`src/hdl/hcbp_pkg.sv`:
```
// Shared constants and types of the Huffman bit packer
package hcbp_pkg;

    localparam int MODE_W     = 2;
    localparam int SYM_W      = 8;
    localparam int WORD_W     = 32;
    localparam int LEN_IN_W   = 6;
    localparam int BYTE_W     = 8;

    // Input item modes
    localparam logic [MODE_W-1:0] MODE_LOAD   = 2'd0;
    localparam logic [MODE_W-1:0] MODE_ENCODE = 2'd1;
    localparam logic [MODE_W-1:0] MODE_FINAL  = 2'd2;
    localparam logic [MODE_W-1:0] MODE_NONE   = 2'd3;

    // Entries of the queue between lookup and packing
    localparam int QUEUE_DEPTH = 4;

    // Queue fill status seen by the front end
    typedef struct packed {
        logic full;
        logic one_left;
    } hcbp_qstat_t;

endpackage

```
`src/hdl/hcbp_if.sv`:
```


interface hcbp_out_if;
    logic                        valid;
    logic                        ready;
    logic [hcbp_pkg::BYTE_W-1:0] out_byte;
    logic                        last_of_run;

    modport source (output valid, out_byte, last_of_run, input ready);
    modport sink   (input valid, out_byte, last_of_run, output ready);
endinterface

```
`src/hdl/hcbp_back.sv`:
```
// Back end: append codes to the bit accumulator and emit packed bytes
module hcbp_back #(
    parameter int MAX_CODE_LEN = 32
) (
    input  logic                             clk,
    input  logic                             rst_n,
    input  logic                             head_valid,
    input  logic [MAX_CODE_LEN-1:0]          head_code,
    input  logic [$clog2(MAX_CODE_LEN+1)-1:0] head_len,
    input  logic                             head_last,
    output logic                             pop,
    hcbp_out_if.source                       byte_ch
);
    import hcbp_pkg::*;

    localparam int ACC_W = MAX_CODE_LEN + BYTE_W - 1;
    localparam int CNT_W = $clog2(ACC_W + 1);

    logic [ACC_W-1:0]  acc_reg;
    logic [CNT_W-1:0]  cnt_reg;
    logic              pad_reg;
    logic              out_valid_reg;
    logic [BYTE_W-1:0] out_byte_reg;
    logic              out_last_reg;

    logic              out_free;
    logic              has_full;
    logic              emit_full;
    logic              emit_pad;
    logic [CNT_W-1:0]  cnt_left;
    logic [ACC_W-1:0]  shifted;
    logic [BYTE_W-1:0] full_byte;
    logic [3:0]        pad_amt;
    logic [BYTE_W-1:0] pad_byte;
    logic              full_last;
    logic [CNT_W-1:0]  cnt_after;
    logic              pad_after;
    logic [ACC_W-1:0]  acc_merged;
    logic [CNT_W-1:0]  cnt_merged;

    // Byte selection from the accumulator
    assign out_free  = !out_valid_reg || byte_ch.ready;
    assign has_full  = cnt_reg >= CNT_W'(BYTE_W);
    assign emit_full = has_full && out_free;
    assign emit_pad  = !has_full && (cnt_reg != '0) && pad_reg && out_free;
    assign cnt_left  = cnt_reg - CNT_W'(BYTE_W);
    assign shifted   = acc_reg >> cnt_left;
    assign full_byte = shifted[BYTE_W-1:0];
    assign pad_amt   = 4'(BYTE_W) - {1'b0, cnt_reg[2:0]};
    assign pad_byte  = acc_reg[BYTE_W-1:0] << pad_amt;

    // A full byte closes its run when no more full bytes and no pad byte follow
    assign full_last = (cnt_left < CNT_W'(BYTE_W)) && !(pad_reg && (cnt_left != '0));

    // Accumulator after this cycle's emission
    assign cnt_after = emit_full ? cnt_left : (emit_pad ? '0 : cnt_reg);
    assign pad_after = pad_reg && !(emit_pad || (cnt_reg == '0) ||
                                    (emit_full && (cnt_left == '0)));

    // Take the next code once fewer than a byte of bits remain and no pad byte is pending
    assign pop        = head_valid && (cnt_after < CNT_W'(BYTE_W)) && !pad_after;
    assign acc_merged = (acc_reg << head_len) | ACC_W'(head_code);
    assign cnt_merged = cnt_after + CNT_W'(head_len);

    // Accumulator payload
    always_ff @(posedge clk)
    begin
        if (pop)
        begin
            acc_reg <= acc_merged;
        end
    end

    // Accumulator control
    always_ff @(posedge clk or negedge rst_n)
    begin
        if (!rst_n)
        begin
            cnt_reg <= '0;
            pad_reg <= 1'b0;
        end
        else if (pop)
        begin
            cnt_reg <= cnt_merged;
            pad_reg <= head_last;
        end
        else
        begin
            cnt_reg <= cnt_after;
            pad_reg <= pad_after;
        end
    end

    // Output register
    always_ff @(posedge clk or negedge rst_n)
    begin
        if (!rst_n)
        begin
            out_valid_reg <= 1'b0;
        end
        else if (out_free)
        begin
            out_valid_reg <= emit_full || emit_pad;
        end
    end

    always_ff @(posedge clk)
    begin
        if (out_free)
        begin
            out_byte_reg <= emit_full ? full_byte : pad_byte;
            out_last_reg <= emit_full ? full_last : 1'b1;
        end
    end

    assign byte_ch.valid       = out_valid_reg;
    assign byte_ch.out_byte    = out_byte_reg;
    assign byte_ch.last_of_run = out_last_reg;

endmodule

```
`src/flat_wrapper.sv`:
```
// flat-port wrapper written by rule: the top's interface ports become plain ports
module hcbp_back_flat import hcbp_pkg::*;
#(
    parameter int MAX_CODE_LEN = 32
)
  (clk, rst_n, head_valid, head_code, head_len, head_last, pop, byte_ch_valid, byte_ch_out_byte, byte_ch_last_of_run, byte_ch_ready);
  hcbp_out_if byte_ch_i ();
  input  logic clk;
  input  logic rst_n;
  input  logic head_valid;
  input  logic [MAX_CODE_LEN-1:0] head_code;
  input  logic [$clog2(MAX_CODE_LEN+1)-1:0] head_len;
  input  logic head_last;
  output logic pop;
  output wire logic [$bits(byte_ch_i.valid)-1:0] byte_ch_valid;
  output wire logic [$bits(byte_ch_i.out_byte)-1:0] byte_ch_out_byte;
  output wire logic [$bits(byte_ch_i.last_of_run)-1:0] byte_ch_last_of_run;
  input wire logic [$bits(byte_ch_i.ready)-1:0] byte_ch_ready;
  assign byte_ch_valid = byte_ch_i.valid;
  assign byte_ch_out_byte = byte_ch_i.out_byte;
  assign byte_ch_last_of_run = byte_ch_i.last_of_run;
  assign byte_ch_i.ready = byte_ch_ready;
  hcbp_back #(.MAX_CODE_LEN(MAX_CODE_LEN)) u_core (.clk(clk), .rst_n(rst_n), .head_valid(head_valid), .head_code(head_code), .head_len(head_len), .head_last(head_last), .pop(pop), .byte_ch(byte_ch_i));
endmodule
```
`config.mk`:
```
export PLATFORM = sky130hd
export DESIGN_NAME = hcbp_back_flat
export DESIGN_NICKNAME = d
export VERILOG_FILES = /design/src/hdl/hcbp_pkg.sv /design/src/hdl/hcbp_if.sv /design/src/hdl/hcbp_back.sv /design/src/flat_wrapper.sv
export SDC_FILE = /design/constraint.sdc
export NUM_CORES = 1
export LEC_CHECK = 0
export CORE_ASPECT_RATIO = 0.9
export CORE_UTILIZATION = 66
export CTS_CLUSTER_SIZE = 16
export DETAILED_ROUTE_END_ITERATION = 7
export DONT_BUFFER_PORTS = 1
export PLACE_DENSITY = 0.85
export SYNTH_ARGS = -nofsm -noshare
export SYNTH_HDL_FRONTEND = slang
export SYNTH_SLANG_ARGS = --single-unit
```
`constraint.sdc`:
```
create_clock -name clk -period 4.77 [get_ports clk]
set_input_delay 0.477 -clock clk [delete_from_list [all_inputs] [get_ports clk]]
set_output_delay 0.477 -clock clk [all_outputs]
set_load 0.05 [all_outputs]
```
==> run summary <==
Outcome = finished, final reports clean
Antenna violations before repair = 0
Num rows = 34
EDFF count, synth = 48
Number of H-tree levels = 2
Starting DRT DRC Count = 865
Startpoint types = register
Port buffer count = 0
Final core occ = 68.12%
Starting Density = 68.07%
Clock transition at the registers of the reported paths = 0.11 ns
NetSw = 1.926 mW
Crit end category = output pin
Die width = 107.4 µm
WS Path Type = reg -> out
Max FO, Critical Path = 45
Worst Tran Pin Value = 0.8437 ns
Latest clock arrival within the worst-skew pair = 0.33 ns
Gate power share = 64.7%
Max Slew Vio Count = 0
CTS Root Cell = clkbuf_8
Die Span Y = 96.89 µm
Final #Nets = 608
First-pass GRT wire length = 30050 µm
Internal = 2.063 mW
Synth Instances = 603
Largest net degree at the start of global routing = 55
Sw frac = 48.28%
Synth Net Count = 655
WL/cell = 27.54 µm
Commonest cells post-synth = mux4_2 (76), mux2i_1 (74), edfxtp_1 (48), nor2_1 (38), nand2_1 (33)
CP required = 4.29 ns
Initial DRT Pass Iterations = 5
Top cell type's share of synthesized area = 25.92%
Clk sink count = 56
Antenna Nets Post-Route = 0
# IOs = 54
Area growth from synthesis to layout = 0.07585%
GP Congestion = 0.9774
GRT overflow = 0
Clock network power share = 7.4%
Period utilization = 78.76%
Post-layout min period = 3.757 ns
Synth warnings = 0
Avg Vias per Cell = 8.111
Detailed Route WL = 18810 µm
Final setup viols = 0
Ys flop type = edfxtp_1
Ant. Diodes = 0
Arrival @ worst endpoint = 3.28 ns
Seq/Total Area, Yosys = 24.86%
Max-cap viol count = 0
Vias in the first global route = 5226
Max-slew headroom = 43.64%
Yosys reg bits = 56
LEAKAGE = 2.368 nW
Max Clk Rate = 266.2 MHz
CTS Buf Count = 5
Top post-synthesis cells by area = mux4_2 (26%), edfxtp_1 (22%), mux2i_1 (11%), dfrtp_1 (3.0%), nor2_1 (2.2%)
Flop pwr share = 28.0%
Mapped Area = 6603 µm²
Hold Crit Class = in -> reg
Setup TNS = 0 ns
Post-route DRC = 0
Max reg flops = 39
Fill cells = 696
Ys async rst share = 14.29%
Fin. Hold Viols = 0
P per Cell Area = 603.8 nW/µm²
Largest area contributor in the netlist = mux4_2
Worst Skew = 0.005395 ns
Avg Cell Area, Syn = 10.95 µm²
CTS tree = yes
Count leader, synth = mux4_2
Core ar. = 9699 µm²
Post-DP HPWL = 13640 µm
Global-route usage over all layers = 37.94%
Peak supply drop = 360.5 µV
Vias = 5540
Clock Path Buffers = 2
Share of cells above drive strength 1 = 21.36%
Register Area = 1644 µm²
Synth cell types = 70
Die Area = 10410 µm²
Setup bufs post-CTS = 0
Multi-input gate area = 4598 µm²
Hold_ws = 0.2554 ns
RSZ-0062 raised after global routing = false
==> power groups by stage <==
stage / Clock [mW] / Combinational, mW / Sequential (mW)
final: 0.294 / 2.58 / 1.12
after global placement: 0 / 2.45 / 1.10
after global routing: 0.312 / 2.77 / 1.13
after floorplan: 0 / 2.19 / 0.984
after CTS: 0.297 / 2.54 / 1.10
after detailed placement: 0 / 2.52 / 1.11
==> what timing repair did <==
item | 4_1_cts | 5_1_grt
resized for setup | 0 | 0
hold buffers | 1 | 0
endpoints found under the hold margin | 8 | 0
==> layout by cell type, fill, tap and decap left out, drive strengths merged, types with 4 or more instances in the layout <==
cell type,count
and2,5
nor2,39
nand2b,5
edfxtp,48
nor2b,10
inv,11
nand3,17
a22oi,8
ha,8
xnor2,4
a31oi,13
a21o,16
o31ai,4
mux4,76
o22ai,5
a211oi,9
dfrtp,8
o21bai,6
o211ai,6
clkbuf,5
o21ai,30
nor3,9
o221ai,5
o32ai,5
buf,6
a21oi,26
mux2,18
mux2i,74
a211o,7
nand2,34
==> worst paths after layout <==
path,cells past startpoint,slack (ns),endpoint,start
worst min register to register,2,0.68,u_core.byte_ch.valid,u_core.pad_reg
min in group asynchronous,1,0.47,u_core.cnt_reg[3],rst_n
worst min-delay path,1,0.26,u_core.pad_reg,head_last
worst max register to register,9,1.24,u_core.acc_reg[38],u_core.cnt_reg[3]
worst max-delay path,8,1.01,pop,u_core.cnt_reg[3]
max in group asynchronous,1,4.03,u_core.cnt_reg[1],rst_n
==> per-layer routing <==
| metal | part of all wire (%) | up-vias | global-route usage, % |
|---|---|---|---|
| met2 | 46 | 447 | 56.28 |
| met1 | 37 | 2703 | 55.75 |
| met3 | 13 | 63 | 6.536 |
| met5 | 0 | - | 0 |
| li1 | - | 2327 | - |
| met4 | 4.0 | 0 | 15.17 |
==> worst max-delay path: stages, from the launching register on <==
cell,delay (ns)
dfrtp_1,0.35
buf_4,0.26
inv_1,0.20
ha_1,0.74
nand2_1,0.22
o32ai_1,0.33
a21oi_1,0.19
a2111oi_4,0.27
buf_12,0.32
==> kinds of logic after synthesis <==
family / share of synthesized area [%]
buf+inv: 5.495
compound gates: 16.30
xor+xnor: 0.9286
fa+ha+maj: 1.819
mux: 40.38
simple gates: 10.21
flops: 24.86
==> per-stage QoR <==
| stage | cell area, µm² | setup slack (ns) | power [mW] | cells |
|---|---|---|---|---|
| finish | 6608 | 1.013 | 3.990 | 683 |
| global route | 6608 | 0.7595 | 4.214 | 683 |
| CTS | 6608 | 1.039 | 3.933 | 683 |
| detailed placement | 6504 | 1.289 | 3.635 | 674 |
| global placement | 6504 | 1.423 | 3.552 | 674 |
| floorplan | 6603 | 0.09680 | 3.178 | 603 |
==> final cells by class <==
type,instances,share of cell area (%)
Clock buffer,5,1.041
Clock inverter,3,0.3787
Sequential cell,56,24.88
Inverter,11,0.7006
Tap cell,126,2.386
Multi-Input combinational cell,475,69.59
Timing Repair Buffer,7,1.023
Note: power is estimated with default switching activity, not from simulation.
