`src/hdl/hcbp_pkg.sv`:
```
// Shared constants and types of the Huffman bit packer
package hcbp_pkg;

    localparam int MODE_W     = 2;
    localparam int SYM_W      = 8;
    localparam int WORD_W     = 32;
    localparam int LEN_IN_W   = 6;
    localparam int BYTE_W     = 8;

    // Input item modes
    localparam logic [MODE_W-1:0] MODE_LOAD   = 2'd0;
    localparam logic [MODE_W-1:0] MODE_ENCODE = 2'd1;
    localparam logic [MODE_W-1:0] MODE_FINAL  = 2'd2;
    localparam logic [MODE_W-1:0] MODE_NONE   = 2'd3;

    // Entries of the queue between lookup and packing
    localparam int QUEUE_DEPTH = 4;

    // Queue fill status seen by the front end
    typedef struct packed {
        logic full;
        logic one_left;
    } hcbp_qstat_t;

endpackage

```
`src/hdl/hcbp_queue.sv`:
```
// Short FIFO between code lookup and bit packing
module hcbp_queue #(
    parameter int WIDTH = 8,
    parameter int DEPTH = 4
) (
    input  logic                  clk,
    input  logic                  rst_n,
    input  logic                  push,
    input  logic [WIDTH-1:0]      push_data,
    input  logic                  pop,
    output logic                  head_valid,
    output logic [WIDTH-1:0]      head_data,
    output hcbp_pkg::hcbp_qstat_t qstat
);
    import hcbp_pkg::*;

    localparam int PW = $clog2(DEPTH);
    localparam int CW = $clog2(DEPTH + 1);

    logic [WIDTH-1:0] mem_reg [DEPTH];
    logic [PW-1:0]    wr_ptr_reg;
    logic [PW-1:0]    rd_ptr_reg;
    logic [CW-1:0]    count_reg;
    logic             do_pop;

    assign do_pop     = pop && (count_reg != '0);
    assign head_valid = count_reg != '0;
    assign head_data  = mem_reg[rd_ptr_reg];

    assign qstat.full     = count_reg == CW'(DEPTH);
    assign qstat.one_left = count_reg == CW'(DEPTH - 1);

    // Store entries
    always_ff @(posedge clk)
    begin
        if (push)
        begin
            mem_reg[wr_ptr_reg] <= push_data;
        end
    end

    // Advance pointers and count
    always_ff @(posedge clk or negedge rst_n)
    begin
        if (!rst_n)
        begin
            wr_ptr_reg <= '0;
            rd_ptr_reg <= '0;
            count_reg  <= '0;
        end
        else
        begin
            if (push)
            begin
                wr_ptr_reg <= (wr_ptr_reg == PW'(DEPTH - 1)) ? '0 : wr_ptr_reg + 1'b1;
            end
            if (do_pop)
            begin
                rd_ptr_reg <= (rd_ptr_reg == PW'(DEPTH - 1)) ? '0 : rd_ptr_reg + 1'b1;
            end
            if (push && !do_pop)
            begin
                count_reg <= count_reg + 1'b1;
            end
            else if (!push && do_pop)
            begin
                count_reg <= count_reg - 1'b1;
            end
        end
    end

endmodule

```
`config.mk`:
```
export PLATFORM = sky130hd
export DESIGN_NAME = hcbp_queue
export DESIGN_NICKNAME = d
export VERILOG_FILES = /design/src/hdl/hcbp_pkg.sv /design/src/hdl/hcbp_queue.sv
export SDC_FILE = /design/constraint.sdc
export NUM_CORES = 1
export LEC_CHECK = 0
export BUFFER_PORTS_ARGS = -buffer_cell sky130_fd_sc_hd__buf_4
export CORE_ASPECT_RATIO = 0.7
export CORE_MARGIN = 3
export CORE_UTILIZATION = 40
export DETAILED_ROUTE_END_ITERATION = 7
export GPL_TIMING_DRIVEN = 0
export HOLD_SLACK_MARGIN = 0.08
export REMOVE_ABC_BUFFERS = 1
export SLEW_MARGIN = 20
export SYNTH_ARGS = -nofsm -noshare
export SYNTH_HDL_FRONTEND = slang
export SYNTH_SLANG_ARGS = --single-unit
```
`constraint.sdc`:
```
create_clock -name clk -period 4.6 [get_ports clk]
set_input_delay 0.46 -clock clk [delete_from_list [all_inputs] [get_ports clk]]
set_output_delay 0.46 -clock clk [all_outputs]
set_load 0.01 [all_outputs]
```
==> results.cfg, run 1 <==
[run_status]
status = finished clean

[cells_and_area]
fin_cells = 159
diodes = 0
fillCellCount = 322
nets = 127
drive_gt1_share_pct = 38.5
final_cell_area_um2 = 1900
multiInputGateArea_um2 = 434
largest_reg_flops = 32
seqCellArea_um2 = 1140
synthToLayoutAreaGrowth_pct = 19.5

[power_and_ir_drop]
combPwrFrac_pct = 32.1
power.internal_mw = 0.787
cellPowerDensity_nw_per_um2 = 589
ir_worst_vdd_uv = 219
power_switching_mw = 0.335
swShare_pct = 29.8
clock_power_share_pct = 19.2
power.share.sequential_pct = 48.7
power.static_leakage_nw = 0.718

[critical_path]
worst_path_max_delay_cell = dfrtp_1
critPathMaxStageDelay_ps = 760
worstSetupStartpointType = flip-flop
worstPathRequired_ps = 4140
arrival_ps = 1790
path_max_fanout = 11
cp_cell_sequence = mux4_2 -> buf_4
worstSetupPathType = flip-flop to primary output
endpoint_kind = primary output

[timing]
report.final.slew_viol_count = 0
worstMarginPinSlew_ps = 647
setup_viol_count_final = 0
tns_ps = 0
hold_violations = 0
fmax_mhz = 444
clock-skew-final_ps = 5.83
max_slew_margin_pct = 56.8
post-route-period-util_pct = 49.0
rsz0062_at_grt = no
min_period_ps = 2250

[route]
drt-pass1-iter-count = 2
wl_per_cell_um = 16.1
wirelength_um = 2550
avgViaCountPerCell = 4.92
via_count = 783
drc = 0
first_iter_violations = 18
ant_nets = 0

[clocking]
cts_resized = 0
cts_max_path_buffers = 2
htreeDepth = 2
cts_sinks = 39
cts_buffers = 5
worstSkewPairLatency_ps = 290
path_clk_slew_ps = 70
cts_root_buf = clkbuf_8
cts_tree = built

[flow_run]
drv_cap = 0

[global_route]
antenna_found_initial = 0
grt.total_usage_pct = 12.7
grt_max_degree = 12
grt_pass1_wl_um = 4200
grt_pass1_vias = 843
overflow = 0

[logic_synthesis]
netlist_area_um2 = 1590
seq_area_frac_synth_pct = 71.3
synth-seq-cells = 39
yosys_warnings = 0
syn-mean-instance-area_um2 = 19.9
synth_cell_types = 21
netlist_instances = 80

[place]
dp_cells = 150
place.gp.congestion = 0.712
io_buffers = 22
placed_area_um2 = 1810
hpwlAfterDp_um = 1730

[floorplanning]
placementRows = 18
start_util_pct = 43.4
die_y_um = 58.8
num_io_pins = 23
core-area_um2 = 3670
die_w_um = 81.5
dieArea_um2 = 4790

[min_path]
hold_path.class = input pin to flip-flop
==> critical path: cells and delay by family, from the launching register on <==
family | cells | cell delay (ps)
DFF | 1 | 760
muxes | 1 | 590
buffers and inverters | 1 | 160
==> cell usage after synthesis <==
master | instances | area share [%]
and2_1 | 4 | 1.6
xnor2_1 | 1 | 0.55
mux4_2 | 8 | 11
fa_1 | 1 | 1.3
nor3b_1 | 1 | 0.47
dfrtp_1 | 7 | 11
nand2_4 | 1 | 0.71
nand2_1 | 1 | 0.24
inv_1 | 4 | 0.94
xor2_1 | 2 | 1.1
mux2_2 | 1 | 0.71
and3b_2 | 1 | 0.63
nor2_1 | 2 | 0.47
ha_1 | 6 | 4.7
clkbuf_1 | 1 | 0.24
or3_4 | 1 | 0.71
nand3_1 | 1 | 0.31
edfxtp_1 | 32 | 60
mux2_4 | 2 | 1.9
o21ai_0 | 2 | 0.63
buf_2 | 1 | 0.31
==> cells in the final DEF (no fill, tap or decap) <==
cell type	synthesis	final
mux2_4	2	2
dfrtp_1	7	7
nor3b_1	1	1
edfxtp_1	32	32
clkbuf_1	1	2
ha_1	6	6
or3_4	1	1
xor2_1	2	2
inv_1	4	4
buf_4	0	22
nand2_1	1	1
xnor2_1	1	1
fa_1	1	1
o21ai_0	2	2
nor2_1	2	2
clkinv_2	0	1
mux4_2	8	8
nand3_1	1	1
and3b_2	1	1
mux2_2	1	1
dlygate4sd3_1	0	1
nand2_4	1	1
and2_1	4	4
clkbuf_8	0	5
==> kinds of logic after synthesis <==
group / share of synthesized area, %
flops: 71.3
simple gates: 5.10
mux: 13.9
fa+ha+maj: 5.97
buf+inv: 1.49
xor+xnor: 1.65
compound gates: 0.628
==> path summary, 6_finish.rpt <==
| path | from | end | slack (ps) | cells past startpoint |
|---|---|---|---|---|
| min in group asynchronous | rst_n | wr_ptr_reg[0]$_DFFE_PN0P_ | 520 | 2 |
| min | push_data[7] | mem_reg[2][7]$_DFFE_PP_ | 370 | 1 |
| max reg2reg | count_reg[0]$_DFFE_PN0P_ | count_reg[2]$_DFFE_PN0P_ | 2530 | 8 |
| max | rd_ptr_reg[0]$_DFFE_PN0P_ | head_data[7] | 2350 | 2 |
| max in group asynchronous | rst_n | rd_ptr_reg[1]$_DFFE_PN0P_ | 3960 | 2 |
| min reg2reg | count_reg[2]$_DFFE_PN0P_ | count_reg[2]$_DFFE_PN0P_ | 510 | 1 |
==> metal layers <==
| layer | up-vias | global-route usage (%) | share of wire (%) |
|---|---|---|---|
| met3 | 4 | 6.42 | 6.3 |
| met4 | 0 | 2.89 | 1.1 |
| met1 | 402 | 15.9 | 45 |
| met2 | 18 | 19.7 | 48 |
| met5 | - | 0 | 0 |
| li1 | 359 | - | - |
==> area by class of cell <==
| type | count | area share (%) |
|---|---|---|
| clock buffers | 7 | 4.01 |
| inverters | 4 | 0.788 |
| multi-input cells | 35 | 22.8 |
| well taps | 50 | 3.29 |
| flip-flops and latches | 39 | 59.7 |
| clock inverters | 1 | 0.263 |
| repair buffers | 23 | 9.20 |
==> stage by stage <==
stage          worst slack [ps]  power (mW)  hold WS (ps)  utilization (%)
2_1_floorplan              2610       0.766           164                -
3_3_place_gp               2560       0.901           278             49.4
3_5_place_dp               2540       0.921           281             49.4
4_1_cts                    2310        1.14           365             51.9
5_1_grt                    2210        1.20           362             51.9
6_report                   2350        1.12           372             51.9
==> power by group through the flow <==
stage / registers (mW) / clock network [mW] / logic (mW)
3_5_place_dp: 0.556 / 0 / 0.365
2_1_floorplan: 0.528 / 0 / 0.239
5_1_grt: 0.560 / 0.240 / 0.399
6_report: 0.546 / 0.215 / 0.360
3_3_place_gp: 0.547 / 0 / 0.354
4_1_cts: 0.548 / 0.223 / 0.367
==> what timing repair did <==
item                      in CTS  in global routing
hold buffers                   1                  0
setup buffers                  0                  0
hold endpoints to repair       7                  0
Note: power is estimated with default switching activity, not from simulation.
==> inputs of run 2 (changes only) <==
clock period = 2.1 ns   (was 4.6 ns; I/O delays follow)
==> run 2 against run 1 <==
  * Non-clock buffer count is 1 higher
  * Critical path depth is 6 higher
  * Via count is 1.5% lower
  * Register-to-register slack worse by 2400 ps
  * Highest routed layer unchanged
==> results.cfg, run 2 (same netlist as run 1, synthesis figures left out) <==
[cells_and_area]
nets = 128
drive_gt1_share_pct = 42.7
final_common_cell = edfxtp_1
multiInputGateArea_um2 = 437
fillCellCount = 319
fin_cells = 160
seqCellArea_um2 = 1140
diodes = 0
largest_reg_flops = 32
mostFrequentLayoutCells = edfxtp_1 (32), buf_4 (23), mux4_2 (8), ha_1 (5), clkbuf_8 (5)
synthToLayoutAreaGrowth_pct = 20.3

[run_status]
status = finished clean

[place]
hpwlAfterDp_um = 1730
io_buffers = 22
place.gp.congestion = 0.712
dp_cells = 150

[timing]
clock-skew-final_ps = 6.01
min_period_ps = 2010
max_slew_margin_pct = 69.5
worstMarginPinSlew_ps = 458
hold_violations = 0
report.final.slew_viol_count = 0
fmax_mhz = 497
post-route-period-util_pct = 95.8
rsz0062_at_grt = no
tns_ps = 0
setup_viol_count_final = 0
fin_hold_ws_ps = 120

[critical_path]
r2r_slack_ps = 90
r2r_cells = 8
worstSetupPathType = flip-flop to flip-flop
endpoint_kind = flip-flop
path_max_fanout = 4
rr_startpoint = count_reg[0]$_DFFE_PN0P_
r2r_end = count_reg[2]$_DFFE_PN0P_
setup.worst_path.start = count_reg[0]$_DFFE_PN0P_
worstSetupStartpointType = flip-flop
worstPathRequired_ps = 2310
arrival_ps = 2230

[power_and_ir_drop]
ir_worst_vdd_uv = 490
power.static_leakage_nw = 0.718
cellPowerDensity_nw_per_um2 = 1290

[floorplanning]
start_util_pct = 43.4
dieArea_um2 = 4790
die_y_um = 58.8
die_w_um = 81.5
core-area_um2 = 3670
placementRows = 18
num_io_pins = 23

[global_route]
grt_pass1_vias = 843
overflow = 0
grt.total_usage_pct = 12.7
antenna_found_initial = 0
grt_max_degree = 12
grt_pass1_wl_um = 4200

[clocking]
cts_root_buf = clkbuf_8
cts_buffers = 5
path_clk_slew_ps = 70
cts_tree = built
cts_max_path_buffers = 2
cts_sinks = 39
worstSkewPairLatency_ps = 290
htreeDepth = 2

[route]
wl_per_cell_um = 15.9
ant_nets = 0
drt-pass1-iter-count = 3
avgViaCountPerCell = 4.82
wirelength_um = 2550
drc = 0
via_count = 771
first_iter_violations = 25

[min_path]
worstHoldStart = push_data[7]
hold_path_depth = 1
hold_path_end = mem_reg[2][7]$_DFFE_PP_
hold_path.class = input pin to flip-flop

[flow_run]
drv_cap = 0
==> run 2: changes by cell type in the layout (fill, tap and decap cells not counted) <==
cell     before  now
dfrtp_1       7    4
dfrtp_2       0    3
buf_4        22   23
ha_1          6    5
ha_2          0    1
==> run 2: critical path, stage by stage, from the launching register on <==
cell and delay (ps):
dfrtp_2 420, or3_4 410, nand2_4 100, ha_2 180
inv_1 50, fa_1 370, xor2_1 150, nor2_1 110
xor2_1 140
==> run 2: report_power, final <==
part	leakage [nW]	internal (mW)	switching (mW)
sequential	0.374	1.03	0.169
clock	0.0422	0.233	0.239
combinational	0.302	0.486	0.326
==> run 2: timing repair <==
action	CTS	global route
setup buffers	0	1
hold endpoints to repair	7	0
gates resized for setup	0	4
setup endpoints to repair	0	10
hold buffers	1	0
==> run 2: final cells by class <==
cell class	count	share of cell area, %
sequential	39	59.4
multi-input combinational	35	22.8
timing repair buffer	24	9.52
clock buffer	7	3.98
tap	50	3.26
inverter	4	0.783
clock inverter	1	0.261
==> run 2: how the worst max path moves through the flow <==
stage          cells after the start                       end  slack (ps)
2_1_floorplan                      8  count_reg[2]$_DFFE_PN0P_         110
3_3_place_gp                       8  count_reg[2]$_DFFE_PN0P_          60
3_5_place_dp                       8  count_reg[2]$_DFFE_PN0P_          40
4_1_cts                            8  count_reg[2]$_DFFE_PN0P_          10
5_1_grt                            8  count_reg[2]$_DFFE_PN0P_           4
6_report                           8  count_reg[2]$_DFFE_PN0P_          90
==> run 2: through the flow <==
| step | worst slack, ps | utilization [%] | area [um^2] | total power, mW |
|---|---|---|---|---|
| after floorplan | 114 | - | 1590 | 1.68 |
| after global placement | 58.4 | 49.4 | 1810 | 1.97 |
| after detailed placement | 41.8 | 49.4 | 1810 | 2.02 |
| after CTS | 14.1 | 51.9 | 1900 | 2.49 |
| after global routing | 3.75 | 52.2 | 1920 | 2.65 |
| final | 88.7 | 52.2 | 1920 | 2.48 |
==> run 2: metal layers <==
layer / part of all wire (%) / up-vias / track usage, %
li1: - / 360 / -
met1: 43 / 390 / 15.9
met2: 49 / 17 / 19.7
met3: 6.4 / 4 / 6.42
met4: 1.1 / 0 / 2.89
met5: 0 / - / 0
==> inputs of run 3 (changes only) <==
CELL_PAD_IN_SITES_DETAIL_PLACEMENT = 1   (was default)
CELL_PAD_IN_SITES_GLOBAL_PLACEMENT = 2   (was default)
PLACE_DENSITY_LB_ADDON = 0.1   (was default)
==> run 3 against run 2 <==
  * Clock skew decreased by 1.1 ps
  * Sequential cell count unchanged
  * Sequential power about the same
  * Die area unchanged
  * Fmax increased by 2.9%
  * Critical path type unchanged
==> results.cfg, run 3 (same netlist as run 1, synthesis figures left out) <==
[min_path]
hold_path_end = mem_reg[1][4]$_DFFE_PP_
hold_path_depth = 1
worstHoldStart = push_data[4]
hold_path.class = input pin to flip-flop

[floorplanning]
dieArea_um2 = 4790
core-area_um2 = 3670
die_y_um = 58.8
num_io_pins = 23
start_util_pct = 43.4
die_w_um = 81.5
placementRows = 18

[cells_and_area]
synthToLayoutAreaGrowth_pct = 22.7
final_common_cell = edfxtp_1
finalCoreUtilization_pct = 53.3
largest_reg_flops = 32
drive_gt1_share_pct = 46.9
fin_cells = 163
diodes = 0
nets = 131
mostFrequentLayoutCells = edfxtp_1 (32), buf_4 (26), mux4_2 (8), ha_1 (5), clkbuf_8 (5)

[clocking]
cts_tree = built
cts_buffers = 5
cts_sinks = 39
htreeDepth = 2
cts_root_buf = clkbuf_8
cts_max_path_buffers = 2
path_clk_slew_ps = 70
worstSkewPairLatency_ps = 280

[timing]
tns_ps = 0
setup_viol_count_final = 0
rsz0062_at_grt = no
worstMarginPinSlew_ps = 477
min_period_ps = 1950
post-route-period-util_pct = 93.1
hold_violations = 0
max_slew_margin_pct = 68.2
report.final.slew_viol_count = 0
fmax_mhz = 512
layout_setup_ws_ps = 145
clock-skew-final_ps = 4.87

[critical_path]
r2r_slack_ps = 150
path_max_fanout = 3
r2r_cells = 8
worstPathRequired_ps = 2310
arrival_ps = 2160
worstSetupStartpointType = flip-flop
rr_startpoint = count_reg[0]$_DFFE_PN0P_
endpoint_kind = flip-flop
worstSetupPathType = flip-flop to flip-flop
r2r_end = count_reg[2]$_DFFE_PN0P_

[place]
dp_cells = 150
hpwlAfterDp_um = 1860
place_ws_ps = -23.6
place.gp.congestion = 0.652
io_buffers = 22

[run_status]
status = finished clean

[route]
wl_per_cell_um = 17.0
drc = 0
via_count = 781
drt-pass1-iter-count = 4
wirelength_um = 2770
first_iter_violations = 43
avgViaCountPerCell = 4.79
ant_nets = 0

[power_and_ir_drop]
ir_worst_vdd_uv = 650
power.static_leakage_nw = 0.739
cellPowerDensity_nw_per_um2 = 1290

[global_route]
grt_pass1_vias = 857
grt.total_usage_pct = 13.6
overflow = 0
grt_pass1_wl_um = 4440
antenna_found_initial = 0
grt_max_degree = 13

[flow_run]
drv_cap = 0
==> run 3: cell types whose count changed in the layout (fill, tap and decap cells not counted), sizes merged <==
cell	before	now
clkinv	1	3
clkbuf	7	5
buf	23	26
==> run 3: metal layers <==
metal  vias up  track usage (%)  wire length [um]
met2        18             20.1              1280
li1        368                -                 -
met1       390             17.9              1290
met3         5             6.12               168
met4         0             4.34                34
met5         -                0                 0
==> run 3: worst max-delay path: stages (launching register included) <==
cell and delay (ps):
dfrtp_2 410, or3_4 400, nand2_4 100, ha_4 140, inv_1 50, fa_2 330
xor2_1 150, nor2_1 140, xor2_1 170
==> run 3: per-stage QoR <==
step / power, mW / hold WS [ps] / cell area [um^2]
after floorplan: 1.68 / -85.6 / 1590
after global placement: 1.99 / 28.9 / 1810
after detailed placement: 2.03 / 30.9 / 1810
after CTS: 2.53 / 114 / 1920
after global routing: 2.72 / 108 / 1960
final: 2.53 / 126 / 1960
==> run 3: worst max path at each step <==
stage	start	end	slack [ps]	depth (start not counted)
2_1_floorplan	count_reg[0]$_DFFE_PN0P_	count_reg[2]$_DFFE_PN0P_	110	8
3_3_place_gp	count_reg[0]$_DFFE_PN0P_	count_reg[2]$_DFFE_PN0P_	40	8
3_5_place_dp	count_reg[0]$_DFFE_PN0P_	count_reg[2]$_DFFE_PN0P_	-20	8
4_1_cts	count_reg[2]$_DFFE_PN0P_	count_reg[2]$_DFFE_PN0P_	20	8
5_1_grt	count_reg[0]$_DFFE_PN0P_	count_reg[2]$_DFFE_PN0P_	30	8
6_report	count_reg[0]$_DFFE_PN0P_	count_reg[2]$_DFFE_PN0P_	150	8
==> run 3: what timing repair did <==
item	4_1_cts	5_1_grt
hold buffers	1	0
resized for setup	1	5
buffers inserted	1	3
pin swaps	0	3
endpoints found under the setup margin	1	8
endpoints found under the hold margin	7	0
gates cloned	0	0
==> run 3: area by class of cell <==
class | instances | area (um^2)
clock inverter | 3 | 15.0
timing repair buffer | 27 | 205
clock buffer | 5 | 68.8
multi-input combinational | 35 | 449
tap | 50 | 62.6
fill | 349 | 1720
sequential | 39 | 1140
inverter | 4 | 15.0
==> run 3: where the power goes <==
group | switching [mW] | internal, mW | total (mW)
combinational | 0.360 | 0.516 | 0.877
sequential | 0.161 | 1.03 | 1.19
clock | 0.243 | 0.227 | 0.469
total | 0.764 | 1.77 | 2.53
